==> src/design/qrs_pkg.sv <==
// Package for the quadratic root solver: widths, root kinds, queue item and
// pipeline side-band types, and the output clipping function. No dependencies.
package qrs_pkg;

   localparam int COEF_W    = 16;
   localparam int COEF_FRAC = 8;
   localparam int THR_W     = 16;
   localparam int ROOT_W    = 32;
   localparam int ROOT_FRAC = 16;
   localparam int PROD_W    = 2 * COEF_W;
   localparam int DISC_W    = PROD_W + 2;
   localparam int DMAG_W    = DISC_W - 1;
   localparam int DEN_W     = COEF_W + 1;
   localparam int NB_W      = COEF_W + ROOT_FRAC - COEF_FRAC + 1;
   localparam int RAD_W     = 50;
   localparam int SQ_STEPS  = RAD_W / 2;
   localparam int SQ_ROOT_W = SQ_STEPS;
   localparam int SQ_REM_W  = SQ_ROOT_W + 3;
   localparam int NUM_W     = NB_W + 2;
   localparam int MAG_W     = NUM_W - 1;
   localparam int DIV_N_W   = MAG_W + COEF_FRAC;
   localparam int DIV_STEPS = DIV_N_W;
   localparam int QV_W      = DIV_N_W + 2;
   localparam int QUEUE_DEPTH = 4;
   localparam int QUEUE_AW    = 2;

   typedef enum logic [1:0] {
      KIND_DOUBLE  = 2'd0,
      KIND_REAL    = 2'd1,
      KIND_COMPLEX = 2'd2,
      KIND_A_ZERO  = 2'd3
   } kind_type;

   typedef struct packed {
      kind_type                 kind;
      logic                     neg_a;
      logic [DEN_W-1:0]         den;
      logic signed [NB_W-1:0]   neg_b;
      logic [DMAG_W-1:0]        dmag;
   } item_type;

   typedef struct packed {
      logic full;
      logic empty;
   } queue_status_type;

   typedef struct packed {
      logic                     valid;
      kind_type                 kind;
      logic                     neg_a;
      logic [DEN_W-1:0]         den;
      logic signed [NB_W-1:0]   neg_b;
   } sq_meta_type;

   typedef struct packed {
      logic     valid;
      kind_type kind;
      logic     neg1;
      logic     neg2;
      logic     neg3;
   } div_meta_type;

   // Returns the saturation flag above the clipped root value.
   function automatic logic [ROOT_W:0] clip_root(input logic signed [QV_W-1:0] v);
      logic in_range;
      in_range = (&v[QV_W-1:ROOT_W-1]) | ~(|v[QV_W-1:ROOT_W-1]);
      if (in_range) begin
         clip_root = {1'b0, v[ROOT_W-1:0]};
      end else if (v[QV_W-1]) begin
         clip_root = {1'b1, 1'b1, {(ROOT_W-1){1'b0}}};
      end else begin
         clip_root = {1'b1, 1'b0, {(ROOT_W-1){1'b1}}};
      end
   endfunction

endpackage

==> src/design/qrs_front.sv <==
// Front part of the quadratic root solver: accepts a request, forms the
// discriminant and classifies it, then pushes the item into the queue. Uses qrs_pkg.
module qrs_front import qrs_pkg::*; (
   input  logic                     clock,
   input  logic                     reset,
   input  logic                     req_valid,
   output logic                     req_stall,
   input  logic signed [COEF_W-1:0] req_coef_a,
   input  logic signed [COEF_W-1:0] req_coef_b,
   input  logic signed [COEF_W-1:0] req_coef_c,
   input  logic [THR_W-1:0]         threshold,
   input  queue_status_type         queue_status,
   output logic                     push,
   output item_type                 push_item
);

   logic                     f1_valid_ff;
   logic signed [COEF_W-1:0] a_ff, b_ff;
   logic signed [PROD_W-1:0] bb_ff, ac_ff;
   logic signed [DISC_W-1:0] disc;
   logic signed [DEN_W-1:0]  two_a;
   logic                     advance;

   assign req_stall = f1_valid_ff & queue_status.full;
   assign advance   = ~req_stall;

   always_ff @(posedge clock) begin
      if (reset) begin
         f1_valid_ff <= 1'b0;
      end else if (advance) begin
         f1_valid_ff <= req_valid;
      end
   end

   always_ff @(posedge clock) begin
      if (advance && req_valid) begin
         a_ff  <= req_coef_a;
         b_ff  <= req_coef_b;
         bb_ff <= req_coef_b * req_coef_b;
         ac_ff <= req_coef_a * req_coef_c;
      end
   end

   always_comb begin
      disc  = {{2{bb_ff[PROD_W-1]}}, bb_ff} - {ac_ff, 2'b00};
      two_a = {a_ff, 1'b0};
      push_item.dmag  = disc[DISC_W-1] ? DMAG_W'(-disc) : disc[DMAG_W-1:0];
      push_item.neg_a = a_ff[COEF_W-1];
      push_item.den   = two_a[DEN_W-1] ? DEN_W'(-two_a) : DEN_W'(two_a);
      push_item.neg_b = -($signed({b_ff[COEF_W-1], b_ff}) <<< (ROOT_FRAC - COEF_FRAC));
      if (a_ff == '0) begin
         push_item.kind = KIND_A_ZERO;
      end else if (push_item.dmag <= DMAG_W'(threshold)) begin
         push_item.kind = KIND_DOUBLE;
      end else if (!disc[DISC_W-1]) begin
         push_item.kind = KIND_REAL;
      end else begin
         push_item.kind = KIND_COMPLEX;
      end
   end

   assign push = f1_valid_ff;

endmodule

==> config.mk <==
export PLATFORM = sky130hd
export DESIGN_NAME = qrs_front
export DESIGN_NICKNAME = d
export VERILOG_FILES = /design/src/design/qrs_pkg.sv /design/src/design/qrs_front.sv
export SDC_FILE = /design/constraint.sdc
export NUM_CORES = 2
export LEC_CHECK = 0
export ABC_AREA = 1
export BUFFER_PORTS_ARGS = -buffer_cell sky130_fd_sc_hd__buf_2
export CAP_MARGIN = 30
export CORE_ASPECT_RATIO = 1.5
export CORE_MARGIN = 3
export CORE_UTILIZATION = 30
export DETAILED_ROUTE_END_ITERATION = 8
export GPL_TIMING_DRIVEN = 0
export HOLD_SLACK_MARGIN = 0.08
export PLACE_DENSITY = 0.48
export SLEW_MARGIN = 20
export SYNTH_ARGS = -nofsm -noshare
export SYNTH_HDL_FRONTEND = slang
export SYNTH_SLANG_ARGS = --single-unit
==> constraint.sdc <==
create_clock -name clock -period 7.5 [get_ports clock]
set_input_delay 0.375 -clock clock [delete_from_list [all_inputs] [get_ports clock]]
set_output_delay 0.375 -clock clock [all_outputs]
set_load 0.05 [all_outputs]
; Word level (Yosys, flattened, before mapping)
; Cells that the tools add are included.
[totals]
reg_bits = 97
in_bits = 69
out_inout_bits = 80
elab_cells = 21
[classes]
addsub = 4
mul = 2
order_cmp = 1
n_mux = 5
n_bitwise = 2
reduce_logical = 2
[op_table]
columns = cell, n
row1 = 16-bit by 16-bit multiplier with 32-bit output, 2
row2 = 34-bit subtractor, 1
row3 = 33-bit by 16-bit less-or-equal comparator with 1-bit output, 1
row4 = 33-bit 2-to-1 mux, 1
row5 = 33-bit negator, 1
row6 = 24-bit negator with 25-bit output, 1
row7 = 17-bit 2-to-1 mux, 1
row8 = 17-bit negator, 1
row9 = 16-bit logical NOT, 1
row10 = 2-bit 2-to-1 mux, 3
row11 = 1-bit AND, 1
row12 = 1-bit logical AND, 1
row13 = 1-bit NOT, 1

; Logic depth before layout (Yosys ltp)
[depth]
word_depth = 6
ltp_mapped = 40
depth_no_buf = 37

; Worst setup path before layout
; OpenSTA, ideal clock, no wires.
[synth_timing]
kind = in2reg
start = in req_coef_a[8]
end = reg ac_ff[29], data pin
setup_time_ps = 258
arrival_time_ps = 5826
t_required_ps = 7242
path_slack_ps = 1415
cell_stages = 25
path_buffers = 2
path_cell_list = clkbuf_1 -> clkbuf_1 -> nand2_1 -> fa_1 -> inv_1 -> fa_1 -> inv_1 -> fa_1 -> inv_1 -> fa_1 -> fa_1 -> inv_1 -> fa_1 -> inv_1 -> ha_1 -> nand2_1 -> inv_1 -> nand3_1 -> o221ai_1 -> a21oi_1 -> o21ai_0 -> a21oi_1 -> o21bai_1 -> a21oi_1 -> xnor2_1
[synth_via]
elab_chain_len = 1
[synth_lines]
columns = element, line_no
row1 = "start, declared", qrs_front.sv:8  ; input logic signed [COEF_W-1:0] req_coef_a,
row2 = 16-bit by 16-bit multiplier with 32-bit output, qrs_front.sv:40  ; ac_ff <= req_coef_a * req_coef_c;
row3 = "end signal, assigned", qrs_front.sv:40
row4 = "end, declared", qrs_front.sv:19  ; logic signed [PROD_W-1:0] bb_ff, ac_ff;
; No other way between the ends.
; A chain may end at the register's enable or synchronous reset.

; Worst setup path after layout
[layout_timing]
start = in req_coef_a[9]
end = reg ac_ff[29], data pin
; Same word-level chain as after synthesis.

==> load_flow_metrics.sql <==
INSERT INTO impl_metrics (metric_group, metric, value, unit) VALUES
('critical_path', 'worst_r2r_endpoint', 'bb_ff[9]$_DFFE_PP_', ''),
('layout', 'areaGrowthSynthToFinish', '9.156', '%'),
('critical_path', 'endpoint_kind', 'register', ''),
('sta', 'rel_slew_slack', '45.10', '%'),
('placed_design', 'replace_congestion', '0.8725', ''),
('clock_network', 'hold_buffers', '0', ''),
('route', 'via_per_inst', '4.445', ''),
('clock_network', 'clock_tree.buffer_depth', '2', ''),
('clock_network', 'worstSkewPairLatency', '0.38', 'ns'),
('placed_design', 'detailed_place_hpwl', '69250', 'um'),
('layout', 'post-route-util', '33.12', '%'),
('route', 'routed_wirelength', '78250', 'um'),
('floorplan', 'floorplan.rows', '134', ''),
('logic_synthesis', 'synth-async-reset-ratio', '0', '%'),
('logic_synthesis', 'share_of_the_synthesized_netlist_area_taken_by_xor_and_xnor_gates', '4.001', '%'),
('critical_path', 'timing_worst_setup_path_type', 'in -> reg', ''),
('logic_synthesis', 'synth_top_family_by_area', 'adder cells', ''),
('global_routing', 'grtUsageTotal', '17.18', '%'),
('clock_network', 'clock_tree_from_tritoncts', 'built', ''),
('layout', 'nNetsFinal', '4383', ''),
('floorplan', 'die_y', '374.2', 'um'),
('layout', 'fin_cells', '4752', ''),
('critical_path', 'critical_path_at', '7.09', 'ns'),
('layout', 'num_antenna_cells', '0', ''),
('floorplan', 'num_io_pins', '149', ''),
('layout', 'final_layout_size_suffix_gt1_share', '7.175', '%'),
('min_path', 'hold_class', 'in -> reg', ''),
('logic_synthesis', 'leading_post_synthesis_cells_by_instance_count', 'inv_1, nand2_1, fa_1, ha_1, nor2_1', ''),
('clock_network', 'clock_input_transition_at_the_sequential_cells_of_the_worst_setup_and_hold_paths', '0.08', 'ns'),
('clock_network', 'numCtsBuffers', '9', ''),
('logic_synthesis', 'synth_enable_flop_cells', '94', ''),
('critical_path', 'critical_path.most_common_cell', 'fa_1', ''),
('sta', 'timing.final.max_slew_violations', '0', ''),
('logic_synthesis', 'synthesis.area', '27110', 'um2'),
('global_routing', 'first_global_vias', '23130', ''),
('critical_path', 'delay_contributed_by_the_slowest_stage_of_the_critical_path', '0.62', 'ns'),
('logic_synthesis', 'postSynth.topFlopCell', 'edfxtp_1', ''),
('critical_path', 'worst-endpoint-required', '7.62', 'ns'),
('min_path', 'holdPathEnd', 'push$_SDFFE_PP0N_', ''),
('critical_path', 'reg2reg_start', 'push$_SDFFE_PP0N_', ''),
('logic_synthesis', 'post_synth.cell_area_avg', '7.870', 'um2'),
('clock_network', 'cts-root-buf', 'clkbuf_16', ''),
('global_routing', 'grt_first_pass_wirelength', '124200', 'um'),
('logic_synthesis', 'yosys-top-cells-area', 'fa_1, inv_1, nand2_1, edfxtp_1, ha_1', ''),
('logic_synthesis', 'yosys.area.top_type', 'fa_1', ''),
('sta', 'grt_setup_unrepaired', 'false', ''),
('critical_path', 'rrSetupSlack', '5.33', 'ns'),
('logic_synthesis', 'area_share_of_fa_ha_maj_cells_after_synthesis', '47.29', '%'),
('logic_synthesis', 'yosysTopAreaCellShare', '37.14', '%'),
('logic_synthesis', 'synthMostInstantiatedCell', 'inv_1', ''),
('min_path', 'timing.hold.worst.start', 'reset', ''),
('logic_synthesis', 'ys_seq_area_share', '10.49', '%'),
('clock_network', 'h-tree-depth', '3', ''),
('logic_synthesis', 'synth_compound_gate_area_share', '3.830', '%'),
('route', 'drt_pass1_iterations', '5', ''),
('sta', 'report.final.hold_viol_count', '0', ''),
('global_routing', 'grt_start_max_net_pins', '24', ''),
('logic_synthesis', 'post_synth_mux_area_share', '0', '%'),
('critical_path', 'crit_path_cell_trace', 'buf_2, clkbuf_1, clkbuf_1, nand2_1, fa_1, fa_1, fa_1, inv_1, fa_1, fa_1, inv_1, fa_1, inv_1, ha_1, a21oi_1, inv_1, nor2_1, o221ai_1, a21oi_1, o21ai_0, a21oi_1, o21bai_1, a21oi_1, xnor2_1', ''),
('logic_synthesis', 'synthDistinctLibCells', '50', ''),
('min_path', 'min_delay_path_depth', '2', ''),
('placed_design', 'port_buffers', '123', ''),
('logic_synthesis', 'synth_simple_gate_area_share', '18.15', '%'),
('route', 'remaining_drc_errors', '0', ''),
('placed_design', 'dp_cells', '4736', ''),
('critical_path', 'depth_of_the_worst_register_to_register_path', '7', ''),
('sta', 'finalCriticalPeriod', '6.969', 'ns'),
('run_status', 'status', 'finished clean', ''),
('route', 'drt_first_iter_violations', '937', ''),
('logic_synthesis', 'yosysWarnings', '0', ''),
('clock_network', 'cts_resized', '0', '');
==> per-stage QoR <==
stage | hold slack [ns] | setup slack [ns] | TNS [ns] | instance area, um2
6_report | 0.1345 | 0.5312 | 0 | 29590
5_1_grt | 0.1424 | 0.01311 | 0 | 29590
3_3_place_gp | 0.4597 | -0.07427 | -5.102 | 29200
4_1_cts | 0.1254 | 0.4908 | 0 | 29590
3_5_place_dp | 0.4712 | 0.09027 | 0 | 29310
2_1_floorplan | 0.4441 | 1.415 | 0 | 27140
==> per-layer routing <==
layer  wire length, um  vias to the layer above  global-route usage [%]
li1                  -                    10230                       -
met1             28520                    10400                   18.25
met2             44960                      374                   35.14
met3              1705                      110                  0.7371
met4              3048                        2                   6.321
met5                12                        -                       0
==> area by class of cell <==
class	instances	area [um2]
plain buffers	107	473.0
flip-flops and latches	95	2843
clock inverters	7	62.56
multi-input cells	2205	19910
inverters	1046	3926
clock buffers	9	225.2
fillers	9690	59770
well taps	1156	1446
repair buffers	127	710.7
==> worst max-delay path: cells and delay by family <==
family                     cells  cell delay [ns]
AOI/OAI and AO/OA              7             1.36
xor gates and xnor gates       1             0.13
adders and majority gates      7             3.56
buffers and inverters          7             1.34
and+or+nand+nor                2             0.30
==> sequential cells by signal (all words and copies together), names as in the netlist <==
name	flops
bb_ff	30
a_ff	16
push	1
b_ff	16
ac_ff	32
==> cells by family (layout without fill, tap and decap cells) <==
kind of cell               count (synthesis)  in the layout
AOI/OAI and AO/OA                        180            180
xor gates and xnor gates                 123            123
adders and majority gates                723            723
buffers and inverters                   1153           1296
DFF                                       95             95
other                                      1              9
and+or+nand+nor                         1170           1170
==> cell usage in the layout, fill, tap and decap left out, drive strengths merged, types with 2 or more instances in the layout <==
cell / n
a21boi: 2
o21a: 3
a21o: 7
a21oi: 98
o31ai: 2
inv: 1045
a31oi: 6
or2: 6
nand3: 96
o211ai: 5
nor2: 165
buf: 147
conb: 9
o21bai: 9
o21ai: 41
clkinv: 7
fa: 503
xnor2: 45
clkbuf: 96
xor2: 78
ha: 220
nand3b: 7
edfxtp: 94
nand2: 841
nor4: 7
o2111ai: 2
a211oi: 2
nand4: 19
nor3: 25
and2: 2
==> how the worst max path moves through the flow <==
stage | from | slack [ns] | to | cells past startpoint
2_1_floorplan | req_coef_a[8] | 1.42 | ac_ff[29]$_DFFE_PP_ | 25
3_3_place_gp | queue_status[1] | -0.07 | bb_ff[6]$_DFFE_PP_ | 4
3_5_place_dp | req_coef_a[9] | 0.09 | ac_ff[29]$_DFFE_PP_ | 24
4_1_cts | req_coef_a[9] | 0.49 | ac_ff[29]$_DFFE_PP_ | 24
5_1_grt | req_coef_a[9] | 0.01 | ac_ff[29]$_DFFE_PP_ | 24
6_report | req_coef_a[9] | 0.53 | ac_ff[29]$_DFFE_PP_ | 24
Power is not shown: default switching activity piles up to over one toggle a cycle in this logic, so the estimate is an artifact.
