### src/design/qrs_pkg.sv
// Package for the quadratic root solver: widths, root kinds, queue item and
// pipeline side-band types, and the output clipping function. No dependencies.
package qrs_pkg;

   localparam int COEF_W    = 16;
   localparam int COEF_FRAC = 8;
   localparam int THR_W     = 16;
   localparam int ROOT_W    = 32;
   localparam int ROOT_FRAC = 16;
   localparam int PROD_W    = 2 * COEF_W;
   localparam int DISC_W    = PROD_W + 2;
   localparam int DMAG_W    = DISC_W - 1;
   localparam int DEN_W     = COEF_W + 1;
   localparam int NB_W      = COEF_W + ROOT_FRAC - COEF_FRAC + 1;
   localparam int RAD_W     = 50;
   localparam int SQ_STEPS  = RAD_W / 2;
   localparam int SQ_ROOT_W = SQ_STEPS;
   localparam int SQ_REM_W  = SQ_ROOT_W + 3;
   localparam int NUM_W     = NB_W + 2;
   localparam int MAG_W     = NUM_W - 1;
   localparam int DIV_N_W   = MAG_W + COEF_FRAC;
   localparam int DIV_STEPS = DIV_N_W;
   localparam int QV_W      = DIV_N_W + 2;
   localparam int QUEUE_DEPTH = 4;
   localparam int QUEUE_AW    = 2;

   typedef enum logic [1:0] {
      KIND_DOUBLE  = 2'd0,
      KIND_REAL    = 2'd1,
      KIND_COMPLEX = 2'd2,
      KIND_A_ZERO  = 2'd3
   } kind_type;

   typedef struct packed {
      kind_type                 kind;
      logic                     neg_a;
      logic [DEN_W-1:0]         den;
      logic signed [NB_W-1:0]   neg_b;
      logic [DMAG_W-1:0]        dmag;
   } item_type;

   typedef struct packed {
      logic full;
      logic empty;
   } queue_status_type;

   typedef struct packed {
      logic                     valid;
      kind_type                 kind;
      logic                     neg_a;
      logic [DEN_W-1:0]         den;
      logic signed [NB_W-1:0]   neg_b;
   } sq_meta_type;

   typedef struct packed {
      logic     valid;
      kind_type kind;
      logic     neg1;
      logic     neg2;
      logic     neg3;
   } div_meta_type;

   // Returns the saturation flag above the clipped root value.
   function automatic logic [ROOT_W:0] clip_root(input logic signed [QV_W-1:0] v);
      logic in_range;
      in_range = (&v[QV_W-1:ROOT_W-1]) | ~(|v[QV_W-1:ROOT_W-1]);
      if (in_range) begin
         clip_root = {1'b0, v[ROOT_W-1:0]};
      end else if (v[QV_W-1]) begin
         clip_root = {1'b1, 1'b1, {(ROOT_W-1){1'b0}}};
      end else begin
         clip_root = {1'b1, 1'b0, {(ROOT_W-1){1'b1}}};
      end
   endfunction

endpackage

### src/design/qrs_queue.sv
// Short request queue between the front and back parts of the root solver.
// Uses qrs_pkg for the item type and depth.
module qrs_queue import qrs_pkg::*; (
   input  logic             clock,
   input  logic             reset,
   input  logic             push,
   input  item_type         push_item,
   input  logic             pop,
   output item_type         pop_item,
   output queue_status_type status
);

   item_type              mem_ff [QUEUE_DEPTH];
   logic [QUEUE_AW-1:0]   wr_ff, rd_ff;
   logic [QUEUE_AW:0]     count_ff;
   logic                  do_push, do_pop;

   assign status.full  = count_ff == (QUEUE_AW+1)'(QUEUE_DEPTH);
   assign status.empty = count_ff == '0;
   assign do_push      = push & ~status.full;
   assign do_pop       = pop & ~status.empty;
   assign pop_item     = mem_ff[rd_ff];

   always_ff @(posedge clock) begin
      if (do_push) begin
         mem_ff[wr_ff] <= push_item;
      end
   end

   always_ff @(posedge clock) begin
      if (reset) begin
         wr_ff    <= '0;
         rd_ff    <= '0;
         count_ff <= '0;
      end else begin
         if (do_push) begin
            wr_ff <= wr_ff + 1'b1;
         end
         if (do_pop) begin
            rd_ff <= rd_ff + 1'b1;
         end
         if (do_push && !do_pop) begin
            count_ff <= count_ff + 1'b1;
         end else if (do_pop && !do_push) begin
            count_ff <= count_ff - 1'b1;
         end
      end
   end

endmodule

### config.mk
export PLATFORM = sky130hd
export DESIGN_NAME = qrs_queue
export DESIGN_NICKNAME = d
export VERILOG_FILES = /design/src/design/qrs_pkg.sv /design/src/design/qrs_queue.sv
export SDC_FILE = /design/constraint.sdc
export NUM_CORES = 1
export LEC_CHECK = 0
export BUFFER_PORTS_ARGS = -buffer_cell sky130_fd_sc_hd__buf_2
export CORE_AREA = 4 4 149 151
export DETAILED_ROUTE_END_ITERATION = 12
export DIE_AREA = 0 0 153 155
export HOLD_SLACK_MARGIN = 0.15
export PLACE_DENSITY_LB_ADDON = 0.05
export SLEW_MARGIN = 20
export SYNTH_ARGS = -nofsm -noshare
export SYNTH_HDL_FRONTEND = slang
export SYNTH_SLANG_ARGS = --single-unit
export TNS_END_PERCENT = 1
### constraint.sdc
create_clock -name clock -period 4.05 [get_ports clock]
set_clock_uncertainty 0.15 [all_clocks]
set_input_delay 0.81 -clock clock [delete_from_list [all_inputs] [get_ports clock]]
set_output_delay 0.81 -clock clock [all_outputs]
set_load 0.03 [all_outputs]
## After elaboration in Yosys (flattened, before gate mapping)

Memories as Yosys holds them, arrays and structs flattened. A register that Yosys moved wholly into a read port is not among the register bits.
Index checks and enable logic that the tools add are counted.
W data, S select, Z words.

| storage, ports and cells | value |
|---|---|
| bits in registers | 7 |
| latch bits | 0 |
| bits in writable memories | 312 |
| memory bits (read-only) | 0 |
| output and inout port bits | 80 |
| logic and storage cells | 25 |
| memories kept | 1 |

Memory list:

| memory | depth | bits a word | rd ports | clocked after memory_dff | write ports | line | text |
|---|---|---|---|---|---|---|---|
| mem_ff | 4 | 78 | 1 | 1 | 1 | qrs_queue.sv:13 | `item_type mem_ff [QUEUE_DEPTH];` |

| cells by class | value |
|---|---|
| add/subtract/negate cells | 4 |
| multiply operators | 0 |
| div/mod/pow operators | 0 |
| magnitude comparators | 0 |
| eq/ne operators | 1 |
| shift-type cells | 0 |
| muxes and demuxes | 6 |
| bitwise gates (word level) | 4 |
| reductions and logical operators | 6 |

Operators by type and width:

| cell | count |
|---|---|
| $mux W3 | 2 |
| $add A2 B1 Y2 const B | 2 |
| $mux W2 | 2 |
| $add A3 B1 Y3 const B | 1 |
| $eq A3 B3 Y1 const B | 1 |
| $logic_not A3 Y1 | 1 |
| $sub A3 B1 Y3 const B | 1 |
| $and A1 B1 Y1 | 2 |
| $logic_and A1 B1 Y1 | 2 |
| $logic_not A1 Y1 | 2 |
| $mux W1 | 2 |
| $not A1 Y1 | 2 |
| $reduce_bool A2 Y1 | 1 |

## Longest topological paths before layout

Gate-level depths: netlist (run 1).

| depth | value |
|---|---|
| depth in word-level cells | 7 |
| mapped depth | 8 |
| depth with buffers taken out | 8 |

## Worst setup path before layout (run 1)

OpenSTA, ideal clock, no wires.

| path | value |
|---|---|
| path kind | input-to-reg |
| from | input port push |
| to | memory mem_ff[0][0] (netlist name), enable pin |
| library setup time | 0.445 ns |
| arrival time | 2.969 ns |
| required time | 3.455 ns |
| path slack | 0.487 ns |
| stages on the path | 3 |
| path buffers | 0 |
| cells stage by stage | inv_1 nor2_1 and2_1 |

| on the way | value |
|---|---|
| cells in the longest elaborated chain, start to end | 3 |

RTL lines:

| what | line | text |
|---|---|---|
| from (decl) | qrs_queue.sv:6 | `input logic push,` |
| $and A1 B1 Y1 | qrs_queue.sv:20 | `assign do_push = push & ~status.full;` |
| named net do_push | qrs_queue.sv:16 | `logic do_push, do_pop;` |
| $mux W1 | qrs_queue.sv:25 | `if (do_push) begin` |
| $mux W1 (implied by the code) | qrs_queue.sv:26 | `mem_ff[wr_ff] <= push_item;` |
| to (decl) | qrs_queue.sv:13 |  |

The timed path passes the listed nets, and every way through them passes these cells.

==> results of run 1 <==
==> layout by cell type, fill, tap and decap left out, drive strengths merged, types with 2 or more instances in the layout <==
cell type / count
bufinv: 4
mux4: 78
xor2: 4
buf: 169
nor2: 6
clkbuf: 47
edfxtp: 312
o21ai: 2
mux2i: 2
dfxtp: 9
ha: 5
and2: 4
clkinv: 7
or3: 2
nand2b: 2
a21oi: 2
inv: 4
==> synth_stat cells <==
| master | n | area [µm²] |
|---|---|---|
| a21oi_1 | 2 | 10.01 |
| and2_1 | 4 | 25.02 |
| buf_12 | 3 | 60.06 |
| buf_2 | 4 | 20.02 |
| buf_4 | 5 | 37.54 |
| buf_6 | 1 | 11.26 |
| clkbuf_1 | 6 | 22.52 |
| dfxtp_1 | 9 | 180.2 |
| edfxtp_1 | 312 | 9369 |
| fa_1 | 1 | 20.02 |
| ha_1 | 5 | 62.56 |
| inv_1 | 4 | 15.01 |
| mux2i_1 | 2 | 20.02 |
| mux4_2 | 78 | 1757 |
| nand2b_1 | 2 | 12.51 |
| nor2_1 | 6 | 22.52 |
| nor3_1 | 1 | 5.000 |
| nor3b_1 | 1 | 7.510 |
| o21ai_0 | 2 | 10.01 |
| o311ai_0 | 1 | 8.760 |
| o31ai_1 | 1 | 7.510 |
| or3_1 | 2 | 12.51 |
| xor2_1 | 4 | 35.03 |
==> path summary, 6_finish.rpt <==
kind,startpoint,end,slack (ns),cells after the start
hold / removal,push_item[29],mem_ff[2][29]$_DFFE_PP_,0.38,1
setup / recovery,flip-flop,pop_item[16],0.72,3
setup reg to reg,count_ff[0]$_SDFFE_PP0P_,count_ff[2]$_SDFFE_PP0P_,1.47,8
hold reg to reg,rd_ff[0]$_SDFFE_PP0P_,flip-flop,0.39,2
==> state kept, by name, indices dropped and copies added, names as in the netlist, named ones only <==
| register | cells |
|---|---|
| count_ff | 3 |
| mem_ff | 312 |
| rd_ff | 2 |
| wr_ff | 2 |
==> per-stage QoR <==
stage,utilization [%],hold WS (ns),total power (W)
floorplan,-,0.3318,0.006084
global placement,61.87,0.3404,0.006692
detailed placement,61.87,0.3688,0.006732
CTS,67.25,0.3539,0.009788
global route,67.25,0.3578,0.01007
finish,67.25,0.3779,0.009646
==> routing by layer <==
metal  up-vias  GRT usage, %  share of wire (%)
li1       2329             -                  -
met2       136         29.36                 51
met5         -             0               0.24
met3        31         5.229                6.0
met1      2777         23.81                 42
met4         8         4.243                1.4
==> final cells by class <==
| cell class | instances | share of cell area [%] |
|---|---|---|
| clock buffer | 47 | 6.880 |
| clock inverter | 12 | 1.126 |
| inverter | 4 | 0.1072 |
| multi-input combinational | 112 | 14.47 |
| sequential | 321 | 68.25 |
| tap | 275 | 2.457 |
| timing repair buffer | 169 | 6.719 |
==> logic make-up (layout without fill, tap and decap cells) <==
family,count (synthesis),after routing,share of synthesized area (%)
buffers and inverters,23,232,1.419
flip-flops,321,321,81.40
AND/OR/NAND/NOR,16,16,0.7252
adder cells (fa/ha/maj),6,6,0.7039
AO/OA/AOI/OAI,6,6,0.3093
XOR/XNOR,4,4,0.2986
multiplexers,80,80,15.15
==> worst max-delay path: stages (launching register included) <==
cell	delay [ns]
dfxtp_4	0.74
buf_12	0.33
mux4_2	0.60
buf_2	0.21
==> power groups by stage <==
| stage | clock network (W) | logic [W] | registers, W |
|---|---|---|---|
| 3_3_place_gp | 0 | 0.00246 | 0.00423 |
| 4_1_cts | 0.00312 | 0.00248 | 0.00419 |
| 5_1_grt | 0.00328 | 0.00258 | 0.00422 |
| 3_5_place_dp | 0 | 0.00248 | 0.00425 |
| 2_1_floorplan | 0 | 0.00195 | 0.00414 |
| 6_report | 0.00305 | 0.00243 | 0.00417 |
==> results.yml, run 1 <==
pwr:
  switching_share_pct: 28.90
  netSwitchingPower_w: 0.002787
  p_clk_share_pct: 31.6
  max-vdd-ir-drop_uv: 486.2
  p_leak_nw: 4.719
  power_frac_comb_pct: 25.2
  p_per_area_mw_per_mm2: 688.8
  sequentialPowerShare_pct: 43.3
  intPower_w: 0.006859
routing:
  route.detailed.drc: 0
  vias: 5281
  drt_wl_total_um: 20540
  firstDrtPassIters: 5
  ant_nets: 0
  drt_iter0_drc: 314
  post_drt_wl_per_cell_um: 21.86
  via_per_inst: 5.618
synth:
  synthCells: 456
  synth_warnings: 0
  ys_ff_latch: 321
  avgSynthCellArea_um2: 25.73
  netlist_area_mm2: 0.01173
  syn-num-nets: 544
  yosysSeqAreaShare_pct: 81.40
  synthDistinctLibCells: 23
clock_tree:
  cts_sinks: 321
  cts_tree: "yes"
  cts_resized: 0
  cts_setup_buffers: 0
  tritoncts.num_buffers: 34
  htreeDepth: 2
  clk_path_buf_depth: 3
  path_clk_slew_ns: 0.06
  clockRootBuffer: "clkbuf_16"
  clk_latency_ns: 0.49
  cts_hold_buf: 0
layout:
  nFillCells: 1363
  area_growth_pct: 19.37
  final_area_mm2: 0.01400
  drive_above_1_share_pct: 44.81
  final_cells: 940
  fin_nets: 730
  seq_area_mm2: 0.009557
  antenna_cells: 0
  multiInputGateArea_mm2: 0.002026
global_route:
  grt_max_degree: 51
  grt_pass1_wl_um: 32130
  grt_pass1_vias: 5651
  grt_usage_pct: 17.73
  antenna_found_initial: 4
  grt_overflow: 0
floorplanning:
  floorplan.rows: 53
  pin_count: 162
  core_area_mm2: 0.02082
  fp.dieW_um: 153
  initial_core_util_pct: 56.34
  die_area_mm2: 0.02372
  die_h_um: 155
place:
  dpl_worst_slack_ns: 1.135
  post_dp_cell_area_mm2: 0.01288
  dp_cells: 881
  place.gp.congestion: 0.7120
  dp_hpwl_um: 12370
  port_buffers: 161
sta:
  finalSetupViolCount: 0
  hold_violations: 0
  fin_crit_sh_pct: 82.15
  maxSlewHeadroom_pct: 59.96
  setup_slack_ns: 0.7228
  tns_ns: 0
  worst_pin_slew_ns: 0.6006
  slew_viol_final: 0
  final.min_clock_period_ns: 3.327
  rsz0062_at_grt: "no"
  max_freq_ghz: 0.3006
setup_path:
  worstSetupPathType: "flip-flop to output pin"
  crit_required_ns: 3.09
  crit_fanout: 29
  start_kind: "flip-flop"
  cp-end-kind: "output pin"
  worstPathArrival_ns: 2.37
flow_run:
  drv_cap: 0
run_status:
  status: "finished clean"
min_path:
  hp-class: "input port to flip-flop"
Note: power is estimated with default switching activity, not from simulation.
==> inputs of run 2 (changes only) <==
Clock period 4.05 ns to 3.4 ns, I/O delays scaled along.
==> results.yml, run 2 (synthesis results as in run 1) <==
run_status:
  status: "finished clean"
setup_path:
  r2r_cells: 8
  cpPeakStageDelay_ns: 0.68
  cp-end-kind: "output pin"
  crit_required_ns: 2.57
  worstPathArrival_ns: 2.24
  crit_fanout: 24
  worstSetupPathType: "flip-flop to output pin"
  cp_cell_sequence: "buf_4 -> mux4_2 -> buf_2"
  start_kind: "flip-flop"
  cp_slowest_cell: "dfxtp_4"
min_path:
  whs_path_depth: 1
  hp-class: "input port to flip-flop"
global_route:
  gr-usage-met2_pct: 30.07
  gr-usage-met1_pct: 24.37
  busiest_layer: "met2"
  grt_pass1_wl_um: 33160
  grt_overflow: 0
  grt_max_degree: 49
  antenna_found_initial: 3
  grt_usage_pct: 18.10
  use_met3_pct: 5.229
  grt_pass1_vias: 5714
floorplanning:
  floorplan.rows: 53
  core_area_mm2: 0.02082
  initial_core_util_pct: 56.34
  die_area_mm2: 0.02372
  pin_count: 162
  die_h_um: 155
  fp.dieW_um: 153
clock_tree:
  tritoncts.num_buffers: 34
  clk_latency_ns: 0.49
  cts_setup_buffers: 0
  cts_hold_buf: 0
  htreeDepth: 2
  clockRootBuffer: "clkbuf_16"
  clk_path_buf_depth: 3
  cts_resized: 0
  path_clk_slew_ns: 0.06
  cts_tree: "yes"
  cts_sinks: 321
routing:
  firstDrtPassIters: 5
  route.detailed.drc: 0
  via_per_inst: 5.591
  ant_nets: 0
  drt_wl_total_um: 20990
  post_drt_wl_per_cell_um: 22.05
  drt_iter0_drc: 263
  vias: 5323
place:
  dpl_worst_slack_ns: 0.6954
  port_buffers: 161
  dp_hpwl_um: 12840
  place.gp.congestion: 0.7074
  post_dp_cell_area_mm2: 0.01300
pwr:
  netSwitchingPower_w: 0.003387
  sequentialPowerShare_pct: 42.5
  power_frac_comb_pct: 26.0
  p_clk_share_pct: 31.5
  max-vdd-ir-drop_uv: 534.4
  p_per_area_mw_per_mm2: 821.1
  switching_share_pct: 29.17
  intPower_w: 0.008222
  p_leak_nw: 4.796
sta:
  hold_violations: 0
  fin_crit_sh_pct: 90.33
  final.min_clock_period_ns: 3.071
  maxSlewHeadroom_pct: 62.07
  worst_pin_slew_ns: 0.5690
  setup_slack_ns: 0.3286
  rsz0062_at_grt: "no"
  finalSetupViolCount: 0
  slew_viol_final: 0
  whs_ns: 0.2434
  max_freq_ghz: 0.3256
flow_run:
  drv_cap: 0
layout:
  largest-register: "mem_ff"
  reg_top3: "mem_ff x312, count_ff x3"
  layout_common_cells: "edfxtp_1 (312), buf_2 (161), mux4_2 (78), clkbuf_16 (37), buf_12 (10)"
  area_growth_pct: 20.51
  drive_above_1_share_pct: 45.94
  final_area_mm2: 0.01414
  layout_commonest_cell: "edfxtp_1"
  antenna_cells: 0
  fin_nets: 739
  largest_reg_flops: 312
## run 2: cell count changes in the layout (fill, tap and decap cells not counted), sizes merged
cell | previous run | this run
clkbuf | 47 | 42
buf | 169 | 178
clkinv | 7 | 15
## run 2: per-layer routing
metal  vias to the layer above  routed length (µm)
met5                         -                  34
met4                         6                 272
met1                      2791                8615
met3                        32                1353
met2                       150               10720
li1                       2344                   -
## run 2: stage by stage
stage / total power, W / setup TNS, ns / cells / utilization [%]
2_1_floorplan: 0.007245 / -7.753 / 456 / -
3_3_place_gp: 0.008053 / 0 / 890 / 62.43
3_5_place_dp: 0.008100 / 0 / 890 / 62.43
4_1_cts: 0.01178 / 0 / 952 / 67.89
5_1_grt: 0.01212 / 0 / 952 / 67.89
6_report: 0.01161 / 0 / 952 / 67.89
## run 2: area by class of cell
cell class	count	area (µm²)
clock inverter	20	192.7
sequential	321	9557
fill	1347	6685
inverter	4	15.01
timing repair buffer	178	1059
clock buffer	42	944.7
multi-input combinational	112	2026
tap	275	344.1
## run 2: power by group through the flow
stage	clock network, W	registers [W]	logic, W
global placement	0	0.00500	0.00305
global route	0.00394	0.00498	0.00321
finish	0.00366	0.00494	0.00301
detailed placement	0	0.00503	0.00307
CTS	0.00375	0.00495	0.00309
floorplan	0	0.00492	0.00232
## run 2: path summary, 6_finish.rpt
check                           startpoint                  endpoint  slack [ns]
hold / removal               push_item[40]   mem_ff[3][40]$_DFFE_PP_        0.24
setup reg to reg  count_ff[1]$_SDFFE_PP0P_  count_ff[2]$_SDFFE_PP0P_        0.90
setup / recovery                 flip-flop               pop_item[3]        0.33
hold reg to reg      rd_ff[0]$_SDFFE_PP0P_     rd_ff[0]$_SDFFE_PP0P_        0.39
## run 2: critical path, delay by kind of cell (launching register included)
family / cells / cell delay, ns
buf+inv: 2 / 0.52
mux: 1 / 0.53
flops: 1 / 0.68
==> inputs of run 3 (changes only) <==
Settings changed: CORE_AREA 4 4 149 151 to 4 4 145 147, DIE_AREA 0 0 153 155 to 0 0 149 151.
Clock period 3.4 ns to 3.8 ns, I/O delays scaled along.
==> results.yml, run 3 (synthesis results as in run 1) <==
run_status:
  status: "finished clean"
sta:
  maxSlewHeadroom_pct: 60.36
  worst_pin_slew_ns: 0.5945
  finalSetupViolCount: 0
  final.min_clock_period_ns: 3.262
  slew_viol_final: 0
  rsz0062_at_grt: "no"
  tns_ns: 0
  fin_crit_sh_pct: 85.84
  hold_violations: 0
  max_freq_ghz: 0.3066
  setup_slack_ns: 0.5379
setup_path:
  r2r_cells: 8
  cpPeakStageDelay_ns: 0.65
  start_kind: "flip-flop"
  crit_family: "flip-flops"
  cp_cell_sequence: "buf_12 -> mux4_2 -> buf_2"
  crit_buf_inv: 2
  cp_num_cells: 3
  crit_fanout: 34
  cp-end-kind: "output pin"
  worstPathArrival_ns: 2.35
  worstSetupPathType: "flip-flop to output pin"
  crit_required_ns: 2.89
  timing.rr.start: "count_ff[0]$_SDFFE_PP0P_"
  cp_slowest_cell: "dfxtp_4"
clock_tree:
  tritoncts.num_buffers: 31
  htreeDepth: 1
  cts_tree: "yes"
  cts_resized: 0
  path_clk_slew_ns: 0.06
  clk_latency_ns: 0.53
  cts_setup_buffers: 0
  clk_path_buf_depth: 3
  cts_sinks: 321
  clockRootBuffer: "clkbuf_16"
  cts_hold_buf: 0
routing:
  post_drt_wl_per_cell_um: 21.36
  drt_iter0_drc: 253
  drt_wl_total_um: 20010
  vias: 5237
  ant_nets: 0
  firstDrtPassIters: 4
  via_per_inst: 5.589
  route.detailed.drc: 0
layout:
  final_cells: 937
  fin_nets: 732
  reg_top3: "mem_ff x312, count_ff x3"
  area_growth_pct: 18.04
  antenna_cells: 0
  layout_commonest_cell: "edfxtp_1"
  drive_above_1_share_pct: 44.53
  largest-register: "mem_ff"
  largest_reg_flops: 312
  layout_common_cells: "edfxtp_1 (312), buf_2 (161), mux4_2 (78), clkbuf_16 (31), clkinv_1 (10)"
pwr:
  power_w: 0.009833
  p_leak_nw: 4.663
  p_per_area_mw_per_mm2: 710.1
  max-vdd-ir-drop_uv: 642.3
place:
  dp_hpwl_um: 12390
  dpl_worst_slack_ns: 0.9959
  dp_cells: 881
  place.gp.congestion: 0.7618
  port_buffers: 161
floorplanning:
  fp.dieW_um: 149
  initial_core_util_pct: 58.92
  floorplan.rows: 52
  pin_count: 162
  die_area_mm2: 0.02250
  die_h_um: 151
  core_area_mm2: 0.01991
flow_run:
  drv_cap: 0
global_route:
  grt_pass1_vias: 5664
  grt_usage_pct: 18.11
  grt_pass1_wl_um: 31160
  grt_overflow: 0
  grt_max_degree: 37
  antenna_found_initial: 2
min_path:
  min_from: "push_item[42]"
  whs_path_depth: 1
  hp-class: "input port to flip-flop"
-- run 3: cell types whose count changed in the layout (fill, tap and decap cells not counted), sizes merged --
cell / change
buf: -4
bufinv: -2
clkbuf: -4
clkinvlp: -1
inv: +1
-- run 3: area by class of cell --
cell class	count	area, µm²
Timing Repair Buffer	174	978.4
Tap cell	270	337.8
Multi-Input combinational cell	112	2026
Fill cell	1265	6062
Sequential cell	321	9557
Clock buffer	38	802.0
Inverter	4	15.01
Clock inverter	18	131.4
-- run 3: power breakdown --
group | internal, W | switching (W) | total (W)
Sequential | 0.00426 | 0.000175 | 0.00443
Clock | 0.00162 | 0.00117 | 0.00279
Combinational | 0.00102 | 0.00159 | 0.00261
Total | 0.00690 | 0.00293 | 0.00983
-- run 3: routing by layer --
metal  part of all wire, %  global-route usage, %
met5                  0.13                      0
met4                   1.6                  4.577
met3                   7.3                  4.488
met2                    51                  30.50
met1                    40                  24.30
-- run 3: worst register-to-register path, stage by stage, from the launching register on --
cell,delay (ns)
dfxtp_1,0.47
nor3b_1,0.15
nor2_1,0.36
ha_1,0.27
inv_1,0.06
fa_1,0.38
xor2_1,0.19
or3_1,0.31
a21oi_1,0.15
-- run 3: stage by stage --
step           utilization (%)  area, µm²  hold slack (ns)
6_report                 69.55      13850           0.2831
5_1_grt                  69.55      13850           0.2663
4_1_cts                  69.55      13850           0.2613
3_5_place_dp             64.86      12910           0.3620
3_3_place_gp             64.86      12910           0.3462
2_1_floorplan                -      11730           0.3318
-- run 3: final timing paths --
check	slack [ns]	to
worst min-delay path	0.28	mem_ff[1][42]$_DFFE_PP_
worst min register to register	0.38	rd_ff[1]$_SDFFE_PP0P_
worst max-delay path	0.54	pop_item[13]
worst max register to register	1.25	count_ff[2]$_SDFFE_PP0P_
